$ cat config.mk
export PLATFORM = sky130hd
export DESIGN_NAME = twlc_ctrl
export DESIGN_NICKNAME = d
export VERILOG_FILES = /design/src/hdl/twlc_pkg.sv /design/src/hdl/twlc_ctrl.sv
export SDC_FILE = /design/constraint.sdc
export NUM_CORES = 1
export LEC_CHECK = 0
export BUFFER_PORTS_ARGS = -buffer_cell sky130_fd_sc_hd__buf_4
export CAP_MARGIN = 10
export CORE_AREA = 10 10 47 49
export CTS_CLUSTER_DIAMETER = 150
export DETAILED_ROUTE_END_ITERATION = 7
export DIE_AREA = 0 0 57 59
export SLEW_MARGIN = 20
export SYNTH_ARGS = -nofsm -noshare
export SYNTH_HDL_FRONTEND = slang
export SYNTH_SLANG_ARGS = --single-unit
$ cat constraint.sdc
create_clock -name i_clk -period 1.94 [get_ports i_clk]
set_input_delay 0.485 -clock i_clk [delete_from_list [all_inputs] [get_ports i_clk]]
set_output_delay 0.485 -clock i_clk [all_outputs]
set_load 0.1 [all_outputs]
$ cat src/hdl/twlc_pkg.sv
package twlc_pkg;

    // Default sizes of the cache, the backing memory and the register file.
    localparam int NUM_SETS_DEF  = 8;
    localparam int MEM_WORDS_DEF = 128;
    localparam int NUM_REGS_DEF  = 8;

    // Instruction word layout.
    localparam int INSTR_W  = 32;
    localparam int DATA_W   = 32;
    localparam int OPC_LSB  = 26;
    localparam int OPC_W    = 6;
    localparam int RT_LSB   = 16;
    localparam int RT_W     = 3;
    localparam int BYTE_LSB = 2;
    localparam int WADDR_W  = 14;

    localparam logic [OPC_W-1:0]  LOAD_OPCODE = 6'b100011;
    localparam logic [DATA_W-1:0] MEM_PRESET  = 32'd5;

    // Controller states.
    typedef enum logic [1:0] {
        ST_INIT,
        ST_IDLE,
        ST_EXEC
    } t_state;

    // Commands from the controller to the datapath.
    typedef struct packed {
        logic init_step;
        logic rd_en;
        logic commit;
    } t_cmd;

    // Status from the datapath to the controller.
    typedef struct packed {
        logic init_last;
    } t_status;

endpackage

$ cat src/hdl/twlc_ctrl.sv
module twlc_ctrl (
    input  logic              i_clk,
    input  logic              i_rst_n,
    input  logic              i_in_valid,
    output logic              o_in_ready,
    output logic              o_out_valid,
    input  logic              i_out_ready,
    input  twlc_pkg::t_status i_status,
    output twlc_pkg::t_cmd    o_cmd
);

    import twlc_pkg::*;

    t_state r_state, n_state;
    logic   r_out_valid, n_out_valid;
    logic   w_accept;
    logic   w_out_free;

    // State and output-valid registers.
    always_ff @(posedge i_clk) begin
        if (!i_rst_n) begin
            r_state     <= ST_INIT;
            r_out_valid <= 1'b0;
        end else begin
            r_state     <= n_state;
            r_out_valid <= n_out_valid;
        end
    end

    assign o_in_ready  = (r_state == ST_IDLE);
    assign w_accept    = i_in_valid && o_in_ready;
    assign w_out_free  = !r_out_valid || i_out_ready;
    assign o_out_valid = r_out_valid;

    // Next state and commands.
    always_comb begin
        n_state     = r_state;
        n_out_valid = r_out_valid && !i_out_ready;
        o_cmd       = '0;
        unique case (r_state)
            ST_INIT: begin
                o_cmd.init_step = 1'b1;
                if (i_status.init_last) begin
                    n_state = ST_IDLE;
                end
            end
            ST_IDLE: begin
                o_cmd.rd_en = w_accept;
                if (w_accept) begin
                    n_state = ST_EXEC;
                end
            end
            ST_EXEC: begin
                // The item is finished only when the output register is free.
                if (w_out_free) begin
                    o_cmd.commit = 1'b1;
                    n_out_valid  = 1'b1;
                    n_state      = ST_IDLE;
                end
            end
            default: begin
                n_state = ST_INIT;
            end
        endcase
    end

    // An accepted item always moves on to the execute step.
    a_accept_exec: assert property (@(posedge i_clk) disable iff (!i_rst_n)
        w_accept |=> (r_state == ST_EXEC))
        else $error("accepted item did not reach execute");

    // A finished item shows up as a valid result in the next cycle.
    a_commit_valid: assert property (@(posedge i_clk) disable iff (!i_rst_n)
        o_cmd.commit |=> r_out_valid)
        else $error("committed item produced no result");

    // A commit never overwrites a result that has not been taken.
    a_no_overwrite: assert property (@(posedge i_clk) disable iff (!i_rst_n)
        o_cmd.commit |-> (!r_out_valid || i_out_ready))
        else $error("result overwritten while stalled");

    // The memory preset sweep ends in idle.
    a_init_done: assert property (@(posedge i_clk) disable iff (!i_rst_n)
        (r_state == ST_INIT && i_status.init_last) |=> (r_state == ST_IDLE))
        else $error("preset sweep did not finish");

endmodule

==> results.sh, run 1 <==
export IMPL_regArea_um2=60.1
export IMPL_syn_area_um2=143
export IMPL_r2r_cells=3
export IMPL_finish_utilization_pct=19.2
export IMPL_ys_seq_elements=3
export IMPL_nNetsFinal=34
export IMPL_gr_total_overflow=0
export IMPL_p_sw_share_pct=37.0
export IMPL_drive_gt1_share_pct=60.7
export IMPL_required_ps=1450
export IMPL_synth_edff_count=0
export IMPL_fmax_ghz=0.591
export IMPL_post_cts_buffers=0
export IMPL_cts_sinks=3
export IMPL_drt_iter0_drc=0
export IMPL_insertion_delay_ps=230
export IMPL_seq_area_frac_synth_pct=42.1
export IMPL_outcome="finished, final reports clean"
export IMPL_grt_usage_pct=2.81
export IMPL_p_int_mw=0.168
export IMPL_synth_distinct_cells=9
export IMPL_min_period_over_period_pct=87.3
export IMPL_pwr_density_cell_mw_per_mm2=991
export IMPL_antenna_found_initial=0
export IMPL_ant_nets=0
export IMPL_vias=142
export IMPL_die_y_um=59
export IMPL_worstPathMaxFanout=5
export IMPL_wirelength_um=409
export IMPL_multi_input_area_um2=95.1
export IMPL_cts_resized=0
export IMPL_rr_endpoint="r_state[1]"
export IMPL_io_buffers=9
export IMPL_cts_htree_levels=1
export IMPL_synth_area_leaders="dfxtp_1, nor2b_2, o21a_1"
export IMPL_path_class="flop to primary output"
export IMPL_drtPass1Iterations=1
export IMPL_grt_start_max_net_pins=6
export IMPL_antennaDiodeCount=0
export IMPL_grt_setup_unrepaired="no"
export IMPL_core_mm2=0.00140
export IMPL_fillers=169
export IMPL_reg2reg_slack_ps=1010
export IMPL_worstHoldEndpoint="r_state[1]"
export IMPL_syn_nets=20
export IMPL_pwr_share_clk_pct=40.3
export IMPL_area_growth_pct=88.6
export IMPL_pwr_share_seq_pct=26.2
export IMPL_ir_drop_v=0.000136
export IMPL_path_clk_slew_ps=40
export IMPL_grt_pass1_wl_um=662
export IMPL_cp_start_kind="flop"
export IMPL_root_buffer="clkbuf_4"
export IMPL_p_switching_mw=0.0987
export IMPL_synth_top_cell_by_area="dfxtp_1"
export IMPL_power_frac_comb_pct=33.5
export IMPL_slew_headroom_pct=81.2
export IMPL_synth_ff_type="dfxtp_1"
export IMPL_max_clock_path_buffers=2
export IMPL_numCtsBuffers=3
export IMPL_yosys_area_top_type_share_pct=42.1
export IMPL_setup_viol=0
export IMPL_dieArea_mm2=0.00336
export IMPL_maxSlewViolCount=0
export IMPL_cp_cell_sequence="nor2b_4 -> and2_4 -> buf_4"
export IMPL_cpMaxStageDelayCell="dfxtp_1"
export IMPL_vias_per_cell=3.23
export IMPL_hold_depth=2
export IMPL_fp_dieW_um=57
export IMPL_finalSetupTns_ps=0
export IMPL_gp_congestion=0.536
export IMPL_arrival_ps=1210
export IMPL_netlist_instances=15
export IMPL_grt_pass1_vias=185
export IMPL_endpoint_kind="primary output"
export IMPL_start_util_pct=10.2
export IMPL_synthTopCellsByCount="dfxtp_1, nor2_1, nor2b_2, o21a_1"
export IMPL_post_route_min_period_ps=1690
export IMPL_cts_tree="done"
export IMPL_rows=14
export IMPL_async_flop_share_pct=0
export IMPL_leakage_nw=0.122
export IMPL_cts_hold_fix_buffers=0
export IMPL_worst_pin_slew_ps=284
export IMPL_avgSynthCellArea_um2=9.51
export IMPL_io_pins=10
export IMPL_r2r_start="r_state[1]"
export IMPL_drc_errors=0
export IMPL_hold_viol=0
export IMPL_critPathMaxStageDelay_ps=380
export IMPL_skew_ps=0.771
export IMPL_hold_class="input pin to flop"
export IMPL_min_from="i_rst_n"
export IMPL_drv_cap=0
export IMPL_wire_per_inst_um=9.30
export IMPL_yosys_warnings=0
-- power by group through the flow --
| stage | Combinational (mW) | Clock, mW | Sequential, mW |
|---|---|---|---|
| floorplan | 0.0660 | 0 | 0.0745 |
| global placement | 0.0900 | 0 | 0.0708 |
| detailed placement | 0.0906 | 0 | 0.0709 |
| CTS | 0.0906 | 0.116 | 0.0699 |
| global route | 0.0934 | 0.122 | 0.0704 |
| finish | 0.0893 | 0.107 | 0.0699 |
-- state kept, by name, summed over array words and instances, names as in the netlist --
name,flops
o_out_valid,1
r_state,2
-- routing by layer --
layer  vias to the layer above  wire, um  track usage [%]
met5                         -         0                0
met4                         0         0             4.03
met3                         0        49             2.36
met2                         6       249             4.34
met1                        61       109             1.66
li1                         75         -                -
-- cell type report --
cell class	instances	area share [%]
clock buffer	4	9.77
tap	16	7.44
multi-input combinational	12	35.3
sequential	3	22.3
timing repair buffer	9	25.1
-- placed cells by master, fill, tap and decap left out --
cell      netlist  final
buf_4           0      9
clkbuf_4        0      3
dfxtp_1         3      3
nor2b_4         0      2
nor2_1          3      2
o21a_1          2      2
nor2_2          0      1
and2_4          1      1
nand2b_2        1      1
nand2b_1        1      1
a21boi_0        1      1
a211oi_1        1      1
clkbuf_1        0      1
-- worst max-delay path, delay by kind of cell, from the launching register on --
kind | cells | cell delay (ps)
AND/OR/NAND/NOR | 2 | 310
flip-flops | 1 | 380
buffers and inverters | 1 | 280
-- metrics by stage --
stage	setup WS, ps	power [mW]	instances	hold WS (ps)	instance area [um2]
after global routing	173	0.286	44	486	269
after global placement	321	0.161	40	548	243
after detailed placement	315	0.161	40	554	243
final	247	0.267	44	484	269
after CTS	222	0.276	44	476	269
after floorplan	16.7	0.140	15	589	155
-- worst max path at each step --
stage / startpoint / to / slack, ps / cells after the start
finish: r_state[0] / o_cmd[1] / 250 / 3
global route: r_state[0] / o_cmd[1] / 170 / 3
CTS: r_state[0] / o_cmd[1] / 220 / 3
detailed placement: i_out_ready / o_cmd[0] / 320 / 4
global placement: i_out_ready / o_cmd[0] / 320 / 4
floorplan: o_out_valid / o_cmd[0] / 20 / 2
-- cells by family (layout without fill, tap and decap cells) --
group,after synthesis,in the layout,synth area share [%]
buffers and inverters,0,13,0
AND/OR/NAND/NOR,8,8,36.8
flip-flops,3,3,42.1
AO/OA/AOI/OAI,4,4,21.1
Note: power is estimated with default switching activity, not from simulation.
==> run 2, diff against run 1 <==
Settings changed: ABC_AREA from default to 1, GPL_ROUTABILITY_DRIVEN from default to 0.
==> run 2 against run 1 <==
Net effect: worst setup slack got worse by 23 ps; register-to-register slack worse by 50 ps; flip-flop and latch count stayed put; routed wire length grew 9.3%; final area increased by 5.1%; critical path type unchanged; highest routed layer unchanged.
==> results.sh, run 2 <==
export IMPL_dieArea_mm2=0.00336
export IMPL_pwr_share_seq_pct=26.9
export IMPL_core_mm2=0.00140
export IMPL_grt_start_max_net_pins=7
export IMPL_io_buffers=9
export IMPL_post_route_min_period_ps=1720
export IMPL_max_clock_path_buffers=2
export IMPL_synthTopCellsByCount="inv_1, nand2_1, dfxtp_1"
export IMPL_maxSlewViolCount=0
export IMPL_slew_headroom_pct=76.4
export IMPL_leakage_nw=0.146
export IMPL_hold_depth=2
export IMPL_total_power_mw=0.262
export IMPL_pwr_density_cell_mw_per_mm2=926
export IMPL_area_growth_pct=82.3
export IMPL_setup_viol=0
export IMPL_synth_distinct_cells=12
export IMPL_skew_ps=0.431
export IMPL_cts_htree_levels=1
export IMPL_fmax_ghz=0.583
export IMPL_timing_final_ws_setup_ps=224
export IMPL_syn_nets=28
export IMPL_finalSetupTns_ps=0
export IMPL_synth_top_cell_by_area="dfxtp_1"
export IMPL_p_switching_mw=0.0992
export IMPL_seq_area_frac_synth_pct=38.7
export IMPL_drt_iter0_drc=1
export IMPL_power_frac_comb_pct=32.2
export IMPL_synth_edff_count=0
export IMPL_synth_ff_type="dfxtp_1"
export IMPL_worst_pin_slew_ps=352
export IMPL_antenna_found_initial=0
export IMPL_p_sw_share_pct=37.9
export IMPL_grt_setup_unrepaired="no"
export IMPL_arrival_ps=1230
export IMPL_grt_pass1_wl_um=786
export IMPL_path_class="flop to primary output"
export IMPL_fillers=168
export IMPL_vias_per_cell=3.56
export IMPL_worstPathMaxFanout=6
export IMPL_drv_cap=0
export IMPL_critPathMaxStageDelay_ps=460
export IMPL_io_pins=10
export IMPL_vias=185
export IMPL_numCtsBuffers=3
export IMPL_worstHoldEndpoint="o_out_valid"
export IMPL_top_register="r_state"
export IMPL_cts_sinks=3
export IMPL_ant_nets=0
export IMPL_hold_class="input pin to flop"
export IMPL_path_clk_slew_ps=30
export IMPL_hpwl_um=369
export IMPL_hold_viol=0
export IMPL_drc_errors=0
export IMPL_min_period_over_period_pct=88.5
export IMPL_die_y_um=59
export IMPL_rows=14
export IMPL_synth_area_leaders="dfxtp_1, inv_1, nand2_1"
export IMPL_yosys_warnings=0
export IMPL_nNetsFinal=42
export IMPL_root_buffer="clkbuf_4"
export IMPL_outcome="finished, final reports clean"
export IMPL_yosys_area_top_type_share_pct=38.7
export IMPL_avgSynthCellArea_um2=6.75
export IMPL_grt_pass1_vias=192
export IMPL_cp_cell_sequence="nand3_1 -> inv_1 -> buf_4"
export IMPL_ir_drop_v=0.000135
export IMPL_layout_commonest_cell="buf_4"
export IMPL_min_from="i_rst_n"
export IMPL_cts_resized=0
export IMPL_pwr_share_clk_pct=40.9
export IMPL_syn_area_um2=155
export IMPL_drtPass1Iterations=2
export IMPL_cts_tree="done"
export IMPL_required_ps=1450
export IMPL_yosys_cell_count_top_type="inv_1"
export IMPL_grt_usage_pct=3.42
export IMPL_ys_seq_elements=3
export IMPL_start_util_pct=11.1
export IMPL_r2r_start="o_out_valid"
export IMPL_async_flop_share_pct=0
export IMPL_cpMaxStageDelayCell="dfxtp_1"
export IMPL_r2r_cells=5
export IMPL_gr_total_overflow=0
export IMPL_netlist_instances=23
export IMPL_drive_gt1_share_pct=52.8
export IMPL_cp_start_kind="flop"
export IMPL_rr_endpoint="r_state[0]"
export IMPL_insertion_delay_ps=230
export IMPL_antennaDiodeCount=0
export IMPL_wire_per_inst_um=8.60
export IMPL_p_int_mw=0.163
export IMPL_post_place_ws_ps=276
export IMPL_largest_register_ffs=2
export IMPL_fp_dieW_um=57
export IMPL_layout_common_cells="buf_4, inv_1, nand2_1"
export IMPL_post_cts_buffers=0
export IMPL_endpoint_kind="primary output"
export IMPL_reg2reg_slack_ps=960
export IMPL_wirelength_um=447
export IMPL_cts_hold_fix_buffers=0
run 2: routing by layer:
metal,wire (um),up-vias,global-route usage [%]
li1,-,94,-
met1,149,84,2.26
met2,217,7,4.34
met3,80,0,3.65
met4,0,0,5.03
met5,0,-,0
run 2: cells by family after synthesis:
| group | synth area share, % |
|---|---|
| buffers and inverters | 14.5 |
| AND/OR/NAND/NOR | 33.1 |
| flip-flops | 38.7 |
| AO/OA/AOI/OAI | 13.7 |
run 2: how the worst max path moves through the flow:
| stage | start | to | slack (ps) | cells past startpoint |
|---|---|---|---|---|
| floorplan | o_out_valid | o_cmd[0] | -150 | 3 |
| global placement | i_out_ready | o_cmd[0] | 300 | 4 |
| detailed placement | i_out_ready | o_cmd[0] | 280 | 4 |
| CTS | r_state[0] | o_cmd[1] | 210 | 3 |
| global route | r_state[0] | o_cmd[1] | 130 | 3 |
| finish | r_state[0] | o_cmd[1] | 220 | 3 |
run 2: cell type report:
type	instances	area [um2]	share of cell area, %
repair buffers	9	67.6	23.9
flip-flops and latches	3	60.1	21.2
clock buffers	4	26.3	9.29
well taps	16	20.0	7.08
multi-input cells	14	86.3	30.5
inverters	6	22.5	7.96
run 2: power groups by stage:
stage | combinational (mW) | clock [mW] | sequential (mW)
after floorplan | 0.0610 | 0 | 0.0750
after global placement | 0.0843 | 0 | 0.0715
after detailed placement | 0.0846 | 0 | 0.0715
after CTS | 0.0850 | 0.113 | 0.0705
after global routing | 0.0890 | 0.118 | 0.0711
final | 0.0842 | 0.107 | 0.0704
run 2: worst max-delay path: cells and delay by family, from the launching register on:
family / cells / cell delay (ps)
buffers and inverters: 2 / 360
AND/OR/NAND/NOR: 1 / 170
flip-flops: 1 / 460
run 2: per-stage QoR:
step	hold WS (ps)	std cells	instance area (um2)	utilization, %
final	478	52	283	20.2
after detailed placement	616	48	256	18.3
after CTS	474	52	283	20.2
after floorplan	581	23	169	-
after global routing	483	52	283	20.2
after global placement	600	48	256	18.3
