$ cat config.mk
export PLATFORM = sky130hd
export DESIGN_NAME = twlc_dp
export DESIGN_NICKNAME = d
export VERILOG_FILES = /design/src/hdl/twlc_pkg.sv /design/src/hdl/twlc_ram.sv /design/src/hdl/twlc_dp.sv
export SDC_FILE = /design/constraint.sdc
export NUM_CORES = 2
export LEC_CHECK = 0
export BUFFER_PORTS_ARGS = -buffer_cell sky130_fd_sc_hd__buf_4
export CORE_MARGIN = 10
export CORE_UTILIZATION = 50
export CTS_CLUSTER_SIZE = 10
export DETAILED_ROUTE_END_ITERATION = 8
export GPL_TIMING_DRIVEN = 0
export PLACE_DENSITY_LB_ADDON = 0.12
export SLEW_MARGIN = 40
export SYNTH_ARGS = -nofsm -noshare
export SYNTH_HDL_FRONTEND = slang
export SYNTH_HIERARCHICAL = 1
export SYNTH_MEMORY_MAX_BITS = 65536
export SYNTH_SLANG_ARGS = --single-unit
$ cat constraint.sdc
create_clock -name i_clk -period 9.06 [get_ports i_clk]
set_input_delay 1.359 -clock i_clk [delete_from_list [all_inputs] [get_ports i_clk]]
set_output_delay 1.359 -clock i_clk [all_outputs]
set_load 0.02 [all_outputs]
$ cat src/hdl/twlc_pkg.sv
package twlc_pkg;

    // Default sizes of the cache, the backing memory and the register file.
    localparam int NUM_SETS_DEF  = 8;
    localparam int MEM_WORDS_DEF = 128;
    localparam int NUM_REGS_DEF  = 8;

    // Instruction word layout.
    localparam int INSTR_W  = 32;
    localparam int DATA_W   = 32;
    localparam int OPC_LSB  = 26;
    localparam int OPC_W    = 6;
    localparam int RT_LSB   = 16;
    localparam int RT_W     = 3;
    localparam int BYTE_LSB = 2;
    localparam int WADDR_W  = 14;

    localparam logic [OPC_W-1:0]  LOAD_OPCODE = 6'b100011;
    localparam logic [DATA_W-1:0] MEM_PRESET  = 32'd5;

    // Controller states.
    typedef enum logic [1:0] {
        ST_INIT,
        ST_IDLE,
        ST_EXEC
    } t_state;

    // Commands from the controller to the datapath.
    typedef struct packed {
        logic init_step;
        logic rd_en;
        logic commit;
    } t_cmd;

    // Status from the datapath to the controller.
    typedef struct packed {
        logic init_last;
    } t_status;

endpackage

$ cat src/hdl/twlc_ram.sv
module twlc_ram #(
    parameter int WIDTH = 32,
    parameter int DEPTH = 16,
    localparam int AW   = $clog2(DEPTH)
) (
    input  logic             i_clk,
    input  logic             i_we,
    input  logic [AW-1:0]    i_waddr,
    input  logic [WIDTH-1:0] i_wdata,
    input  logic             i_re,
    input  logic [AW-1:0]    i_raddr,
    output logic [WIDTH-1:0] o_rdata
);

    logic [WIDTH-1:0] r_mem [DEPTH];
    logic [WIDTH-1:0] r_rdata;

    // One write port and one registered read port.
    always_ff @(posedge i_clk) begin
        if (i_we) begin
            r_mem[i_waddr] <= i_wdata;
        end
        if (i_re) begin
            r_rdata <= r_mem[i_raddr];
        end
    end

    assign o_rdata = r_rdata;

endmodule

$ cat src/hdl/twlc_dp.sv
module twlc_dp #(
    parameter int NUM_SETS  = twlc_pkg::NUM_SETS_DEF,
    parameter int MEM_WORDS = twlc_pkg::MEM_WORDS_DEF,
    parameter int NUM_REGS  = twlc_pkg::NUM_REGS_DEF
) (
    input  logic                          i_clk,
    input  logic                          i_rst_n,
    input  twlc_pkg::t_cmd                i_cmd,
    output twlc_pkg::t_status             o_status,
    input  logic [twlc_pkg::INSTR_W-1:0]  i_instruction,
    output logic                          o_hit,
    output logic                          o_is_load,
    output logic [twlc_pkg::DATA_W-1:0]   o_load_value,
    output logic                          o_addr_error
);

    import twlc_pkg::*;

    // NUM_SETS is taken as a power of two: the set is the low address bits.
    localparam int SET_AW   = $clog2(NUM_SETS);
    localparam int MEM_AW   = $clog2(MEM_WORDS);
    localparam int RF_AW    = $clog2(NUM_REGS);
    localparam int TAG_W    = (MEM_AW > SET_AW) ? (MEM_AW - SET_AW) : 1;
    localparam int LINE_W   = TAG_W + DATA_W;
    localparam int INIT_LEN = (MEM_WORDS > NUM_REGS) ? MEM_WORDS : NUM_REGS;
    localparam int INIT_AW  = $clog2(INIT_LEN);
    localparam int RT_N     = 2 ** RT_W;

    logic [INSTR_W-1:0] r_ins;
    logic [INIT_AW-1:0] r_init_cnt;
    logic [NUM_SETS-1:0] r_valid [2];
    logic [NUM_SETS-1:0] r_mru0;
    logic               r_hit;
    logic               r_is_load;
    logic [DATA_W-1:0]  r_load_value;
    logic               r_addr_error;

    logic [RF_AW-1:0]   rt_map [RT_N];
    logic [WADDR_W-1:0] w_addr;
    logic               w_err;
    logic               w_load;
    logic [SET_AW-1:0]  w_set;
    logic [TAG_W-1:0]   w_tag;
    logic [RF_AW-1:0]   w_rt;
    logic [LINE_W-1:0]  line_rd [2];
    logic               line_we [2];
    logic [DATA_W-1:0]  mem_rd;
    logic [DATA_W-1:0]  rf_rd;
    logic               w_hit0, w_hit1, w_hit;
    logic               w_hit_way, w_victim, w_use_way;
    logic [DATA_W-1:0]  w_value;
    logic               w_ok;
    logic               w_line_wr;
    logic [DATA_W-1:0]  w_line_data;
    logic               mem_we;
    logic [MEM_AW-1:0]  mem_waddr;
    logic [DATA_W-1:0]  mem_wdata;
    logic               rf_we;
    logic [RF_AW-1:0]   rf_waddr;
    logic [DATA_W-1:0]  rf_wdata;
    logic               w_init_mem, w_init_rf;

    // Register number wraps modulo the file size.
    for (genvar g = 0; g < RT_N; g++) begin : g_rt_map
        assign rt_map[g] = RF_AW'(g % NUM_REGS);
    end

    // Preset sweep counter after reset.
    always_ff @(posedge i_clk) begin
        if (!i_rst_n) begin
            r_init_cnt <= '0;
        end else if (i_cmd.init_step) begin
            r_init_cnt <= r_init_cnt + 1'b1;
        end
    end

    assign o_status.init_last = (r_init_cnt == INIT_AW'(INIT_LEN - 1));
    assign w_init_mem = i_cmd.init_step &&
                        ({1'b0, r_init_cnt} < (INIT_AW + 1)'(MEM_WORDS));
    assign w_init_rf  = i_cmd.init_step &&
                        ({1'b0, r_init_cnt} < (INIT_AW + 1)'(NUM_REGS));

    // Hold the instruction for the execute step.
    always_ff @(posedge i_clk) begin
        if (i_cmd.rd_en) begin
            r_ins <= i_instruction;
        end
    end

    // Decode of the held instruction.
    assign w_addr = r_ins[BYTE_LSB +: WADDR_W];
    assign w_err  = (w_addr >= WADDR_W'(MEM_WORDS));
    assign w_load = (r_ins[OPC_LSB +: OPC_W] == LOAD_OPCODE);
    assign w_set  = w_addr[SET_AW-1:0];
    assign w_tag  = w_addr[SET_AW +: TAG_W];
    assign w_rt   = rt_map[r_ins[RT_LSB +: RT_W]];

    // Tag compare; way 0 wins when both match.
    assign w_hit0    = r_valid[0][w_set] && (line_rd[0][DATA_W +: TAG_W] == w_tag);
    assign w_hit1    = r_valid[1][w_set] && (line_rd[1][DATA_W +: TAG_W] == w_tag);
    assign w_hit     = w_hit0 || w_hit1;
    assign w_hit_way = !w_hit0;

    // Victim: first invalid way, else the way not most recently used.
    always_comb begin
        priority if (!r_valid[0][w_set]) begin
            w_victim = 1'b0;
        end else if (!r_valid[1][w_set]) begin
            w_victim = 1'b1;
        end else begin
            w_victim = r_mru0[w_set];
        end
    end

    assign w_use_way = w_hit ? w_hit_way : w_victim;
    assign w_value   = w_hit ? (w_hit_way ? line_rd[1][DATA_W-1:0] : line_rd[0][DATA_W-1:0])
                             : mem_rd;
    assign w_ok      = i_cmd.commit && !w_err;

    // A line is written on a load miss (fill) or a store hit (update).
    assign w_line_wr   = w_ok && (w_load ? !w_hit : w_hit);
    assign w_line_data = w_load ? w_value : rf_rd;
    assign line_we[0]  = w_line_wr && !w_use_way;
    assign line_we[1]  = w_line_wr && w_use_way;

    // Backing memory: preset sweep, else a store miss.
    assign mem_we    = w_init_mem || (w_ok && !w_load && !w_hit);
    assign mem_waddr = i_cmd.init_step ? r_init_cnt[MEM_AW-1:0] : w_addr[MEM_AW-1:0];
    assign mem_wdata = i_cmd.init_step ? (DATA_W'(r_init_cnt) + MEM_PRESET) : rf_rd;

    // Register file: cleared by the sweep, else written by a load.
    assign rf_we    = w_init_rf || (w_ok && w_load);
    assign rf_waddr = i_cmd.init_step ? r_init_cnt[RF_AW-1:0] : w_rt;
    assign rf_wdata = i_cmd.init_step ? '0 : w_value;

    for (genvar w = 0; w < 2; w++) begin : g_way
        twlc_ram #(
            .WIDTH (LINE_W),
            .DEPTH (NUM_SETS)
        ) u_way_ram (
            .i_clk   (i_clk),
            .i_we    (line_we[w]),
            .i_waddr (w_set),
            .i_wdata ({w_tag, w_line_data}),
            .i_re    (i_cmd.rd_en),
            .i_raddr (i_instruction[BYTE_LSB +: SET_AW]),
            .o_rdata (line_rd[w])
        );
    end

    twlc_ram #(
        .WIDTH (DATA_W),
        .DEPTH (MEM_WORDS)
    ) u_mem_ram (
        .i_clk   (i_clk),
        .i_we    (mem_we),
        .i_waddr (mem_waddr),
        .i_wdata (mem_wdata),
        .i_re    (i_cmd.rd_en),
        .i_raddr (i_instruction[BYTE_LSB +: MEM_AW]),
        .o_rdata (mem_rd)
    );

    twlc_ram #(
        .WIDTH (DATA_W),
        .DEPTH (NUM_REGS)
    ) u_rf_ram (
        .i_clk   (i_clk),
        .i_we    (rf_we),
        .i_waddr (rf_waddr),
        .i_wdata (rf_wdata),
        .i_re    (i_cmd.rd_en),
        .i_raddr (rt_map[i_instruction[RT_LSB +: RT_W]]),
        .o_rdata (rf_rd)
    );

    // Valid bits and recency, cleared at reset.
    always_ff @(posedge i_clk) begin
        if (!i_rst_n) begin
            r_valid[0] <= '0;
            r_valid[1] <= '0;
            r_mru0     <= '0;
        end else begin
            if (w_line_wr) begin
                r_valid[w_use_way][w_set] <= 1'b1;
            end
            if (w_ok && (w_load || w_hit)) begin
                r_mru0[w_set] <= !w_use_way;
            end
        end
    end

    // Result register.
    always_ff @(posedge i_clk) begin
        if (i_cmd.commit) begin
            r_hit        <= !w_err && w_hit;
            r_is_load    <= w_load;
            r_load_value <= (!w_err && w_load) ? w_value : '0;
            r_addr_error <= w_err;
        end
    end

    assign o_hit        = r_hit;
    assign o_is_load    = r_is_load;
    assign o_load_value = r_load_value;
    assign o_addr_error = r_addr_error;

endmodule

==> results.yml <==
sta:
  timing.final.crit_share_pct: 67.7
  maximum_clock_frequency_ghz: 0.163
  hold-worst-slack_ns: 0.464
  rsz0062_at_grt: "false"
  report.final.slew_viol_count: 0
  worst_pin_slew_ns: 0.997
  final.setup_skew_ns: 0.0402
  finalHoldViolCount: 0
  max_slew_margin_pct: 33.0
  post-route-min-period_ns: 6.14
  number_of_endpoints_failing_setup_at_the_final_stage: 0
power_and_ir_drop:
  power_density_nw_per_um2: 217
  power.total_w: 0.0507
  power.static_leakage_nw: 74.1
  ir_drop_v: 0.000203
clock_tree:
  gates_resized_cts_repair: 0
  deepest_clock_path_buffer_count: 4
  hold_buffer_count_at_cts: 0
  clk_pin_slew_ns: 0.05
  cts_made_buffers: 591
  clock-root-buffer: "sky130_fd_sc_hd__clkbuf_16"
  worstSkewPairLatency_ns: 1.06
  clock_sink_count: 5153
  clock_tree.htree_level_count: 6
  tritoncts: "built"
  cts.repair_timing.setup_buffer_count: 0
yosys:
  mappedNetlistArea_um2: 198000
  synth_cells: 7947
  synth_warn: 6
  muxShareOfSynthArea_pct: 19.1
  ys_ff_latch: 5153
  synth_edf_count: 5122
  synth_adder_area_share_pct: 0.0127
  post_synth_and_or_nand_nor_area_fraction_pct: 1.05
  ys_dominant_reg_cell: "sky130_fd_sc_hd__edfxtp_1"
  synth_compound_area_share_pct: 0.569
  mapped_nets: 7986
  postSynthAreaPerCell_um2: 24.9
  synth_seq_area_share_pct: 78.1
  synth_top_family_by_area: "multiplexers"
  synthDistinctLibCells: 51
  synth-async-reset-ratio_pct: 0
  xor_xnor_share_of_the_synthesized_area_pct: 0.0753
cells_and_area:
  final_util_pct: 59.5
  instances_no_fill: 14600
  post_route_cells_drive_above_1_share_pct: 35.8
  post_route_standard_cell_area_excluding_fillers_um2: 234000
  fin_nets: 9225
  area_delta_synth_final_pct: 18.3
floorplan:
  dieArea_um2: 421000
  std_cell_rows: 230
  fp.coreArea_um2: 393000
  floorplan.die.height_um: 649
  design.portCount: 73
  die_extent_in_x_um: 649
  initial_utilization_pct: 50.3
outcome:
  outcome: "finished clean"
route:
  vias: 94100
  routed_length_per_placed_instance_um: 36.9
  first_pass_drt_iterations: 6
  routed_wl_um: 538000
  post-route-drc-count: 0
  first_iter_violations: 13100
  vias_per_cell: 6.46
  ant_nets: 0
global_routing:
  first_pass_grt_wire_length_um: 751000
  globalRouteTotalUtil_pct: 25.1
  vias_in_the_first_global_route: 95100
  grt_max_degree: 66
  grt_remaining_overflow: 0
  antenna_found_initial: 75
placement:
  gpl.final_weighted_congestion: 0.856
  placedInstanceArea_um2: 218000
  total_half_perimeter_wirelength_after_legalization_and_detailed_placement_um: 383000
  total_instance_count_after_detailed_placement: 13800
  port_buffers: 61
critical_path:
  cp-end-kind: "flip-flop"
  cp-start-kind: "flip-flop"
  crit_fanout: 13
  worst-endpoint-arrival_ns: 6.87
  data_required_time_at_the_worst_endpoint_ns: 9.79
  path_class: "flip-flop to flip-flop"
  reg2reg_depth: 15
run:
  cap_violations: 0
worst_hold_path:
  holdCritPathClass: "flip-flop to flip-flop"
  worst_hold_stages: 2
==> flip-flops by register name, indices dropped and copies added, names as in the netlist <==
register / flops
r_mru0: 8
r_init_cnt: 7
g_way.u_way_ram/r_mem: 576
u_rf_ram/r_mem: 256
o_load_value: 32
u_rf_ram/o_rdata: 32
o_hit: 1
u_mem_ram/r_mem: 4096
o_is_load: 1
o_addr_error: 1
r_valid: 16
g_way.u_way_ram/o_rdata: 72
r_ins: 23
u_mem_ram/o_rdata: 32
==> critical path, stage by stage, from the launching register on <==
cell	delay, ns
sky130_fd_sc_hd__edfxtp_1	0.61
sky130_fd_sc_hd__buf_6	0.22
sky130_fd_sc_hd__nand2b_1	0.31
sky130_fd_sc_hd__o22a_1	0.23
sky130_fd_sc_hd__buf_2	0.32
sky130_fd_sc_hd__a21o_1	0.16
sky130_fd_sc_hd__buf_2	0.30
sky130_fd_sc_hd__buf_6	0.20
sky130_fd_sc_hd__and2_1	0.21
sky130_fd_sc_hd__a21o_1	0.40
sky130_fd_sc_hd__clkbuf_1	0.38
sky130_fd_sc_hd__nand4_1	0.75
sky130_fd_sc_hd__buf_2	0.68
sky130_fd_sc_hd__nor2_4	0.60
sky130_fd_sc_hd__buf_16	0.23
sky130_fd_sc_hd__buf_8	0.17
==> synthesized netlist by cell type, types with 2 or more instances <==
| library cell | count | area share, % |
|---|---|---|
| sky130_fd_sc_hd__mux4_1 | 184 | 2.4 |
| sky130_fd_sc_hd__clkbuf_2 | 4 | 0.010 |
| sky130_fd_sc_hd__buf_6 | 35 | 0.20 |
| sky130_fd_sc_hd__xor2_1 | 3 | 0.013 |
| sky130_fd_sc_hd__mux2i_1 | 8 | 0.041 |
| sky130_fd_sc_hd__buf_1 | 76 | 0.14 |
| sky130_fd_sc_hd__nor2_1 | 161 | 0.31 |
| sky130_fd_sc_hd__a21boi_0 | 3 | 0.011 |
| sky130_fd_sc_hd__nor2b_1 | 63 | 0.20 |
| sky130_fd_sc_hd__nand2b_1 | 15 | 0.047 |
| sky130_fd_sc_hd__a211oi_1 | 32 | 0.12 |
| sky130_fd_sc_hd__xnor2_1 | 14 | 0.062 |
| sky130_fd_sc_hd__mux4_2 | 1370 | 16 |
| sky130_fd_sc_hd__edfxtp_1 | 5122 | 78 |
| sky130_fd_sc_hd__or3_1 | 3 | 0.0095 |
| sky130_fd_sc_hd__buf_2 | 95 | 0.24 |
| sky130_fd_sc_hd__nand2_1 | 38 | 0.072 |
| sky130_fd_sc_hd__mux2_2 | 177 | 1.0 |
| sky130_fd_sc_hd__o22a_1 | 3 | 0.013 |
| sky130_fd_sc_hd__ha_1 | 2 | 0.013 |
| sky130_fd_sc_hd__o21ai_0 | 34 | 0.086 |
| sky130_fd_sc_hd__a21o_1 | 2 | 0.0076 |
| sky130_fd_sc_hd__a31oi_1 | 39 | 0.12 |
| sky130_fd_sc_hd__clkbuf_1 | 225 | 0.43 |
| sky130_fd_sc_hd__nand3_1 | 22 | 0.056 |
| sky130_fd_sc_hd__nor3_1 | 28 | 0.071 |
| sky130_fd_sc_hd__and2_1 | 37 | 0.12 |
| sky130_fd_sc_hd__buf_4 | 5 | 0.019 |
| sky130_fd_sc_hd__dfxtp_1 | 31 | 0.31 |
| sky130_fd_sc_hd__o31ai_1 | 31 | 0.12 |
| sky130_fd_sc_hd__nor4_1 | 7 | 0.022 |
| sky130_fd_sc_hd__a21oi_1 | 13 | 0.033 |
| sky130_fd_sc_hd__nand4_1 | 40 | 0.13 |
| sky130_fd_sc_hd__inv_1 | 8 | 0.015 |
==> cells by family (layout without fill, tap and decap cells) <==
family          Yosys count  after routing
xor+xnor                 17             17
mux                    1739           1739
other cells               0             33
compound gates          167            167
flops                  5153           5153
fa+ha+maj                 2              2
simple gates            420            420
buf+inv                 449           1814
==> routing by layer <==
layer	routed length [um]	vias up	track usage, %
li1	-	37100	-
met1	209000	51500	35.1
met2	261000	4751	40.3
met3	50200	780	5.24
met4	18000	4	7.86
met5	27	-	0
==> cell usage in the layout (no fill, tap or decap), types with 68 or more instances in the layout <==
cell,n
sky130_fd_sc_hd__nor2_4,137
sky130_fd_sc_hd__buf_16,257
sky130_fd_sc_hd__edfxtp_1,5122
sky130_fd_sc_hd__clkbuf_2,68
sky130_fd_sc_hd__mux2_2,174
sky130_fd_sc_hd__buf_4,132
sky130_fd_sc_hd__clkbuf_16,608
sky130_fd_sc_hd__clkbuf_1,205
sky130_fd_sc_hd__buf_8,203
sky130_fd_sc_hd__mux4_1,184
sky130_fd_sc_hd__mux4_2,1370
sky130_fd_sc_hd__buf_2,176
==> power by group <==
group	switching, W	internal [W]
sequential	0.0000820	0.0266
clock	0.00884	0.0119
combinational	0.00207	0.00121
==> per-stage QoR <==
stage | TNS [ns] | setup slack, ns
floorplan | 0 | 0.916
global placement | -7051.08 | -5.96
detailed placement | 0 | 1.83
CTS | 0 | 2.93
global route | 0 | 2.75
finish | 0 | 2.92
==> final timing paths <==
check,start,endpoint,slack (ns)
max,r_ins[3],u_mem_ram/r_mem[39][15],2.92
min,r_valid[1][3],r_valid[1][3],0.46
max reg2reg,r_ins[3],u_mem_ram/r_mem[39][15],2.92
min reg2reg,r_valid[1][3],r_valid[1][3],0.46
==> area by class of cell <==
| class | count | area, um2 |
|---|---|---|
| Tap cell | 5220 | 6530 |
| Clock inverter | 51 | 631 |
| Timing Repair Buffer | 646 | 11600 |
| Fill cell | 27100 | 159000 |
| Clock buffer | 668 | 15400 |
| Antenna cell | 33 | 82.6 |
| Sequential cell | 5153 | 154000 |
| Multi-Input combinational cell | 2345 | 42700 |
| Inverter | 9 | 33.8 |
| Buffer | 440 | 2250 |
Power figures use the tool's default switching activity.
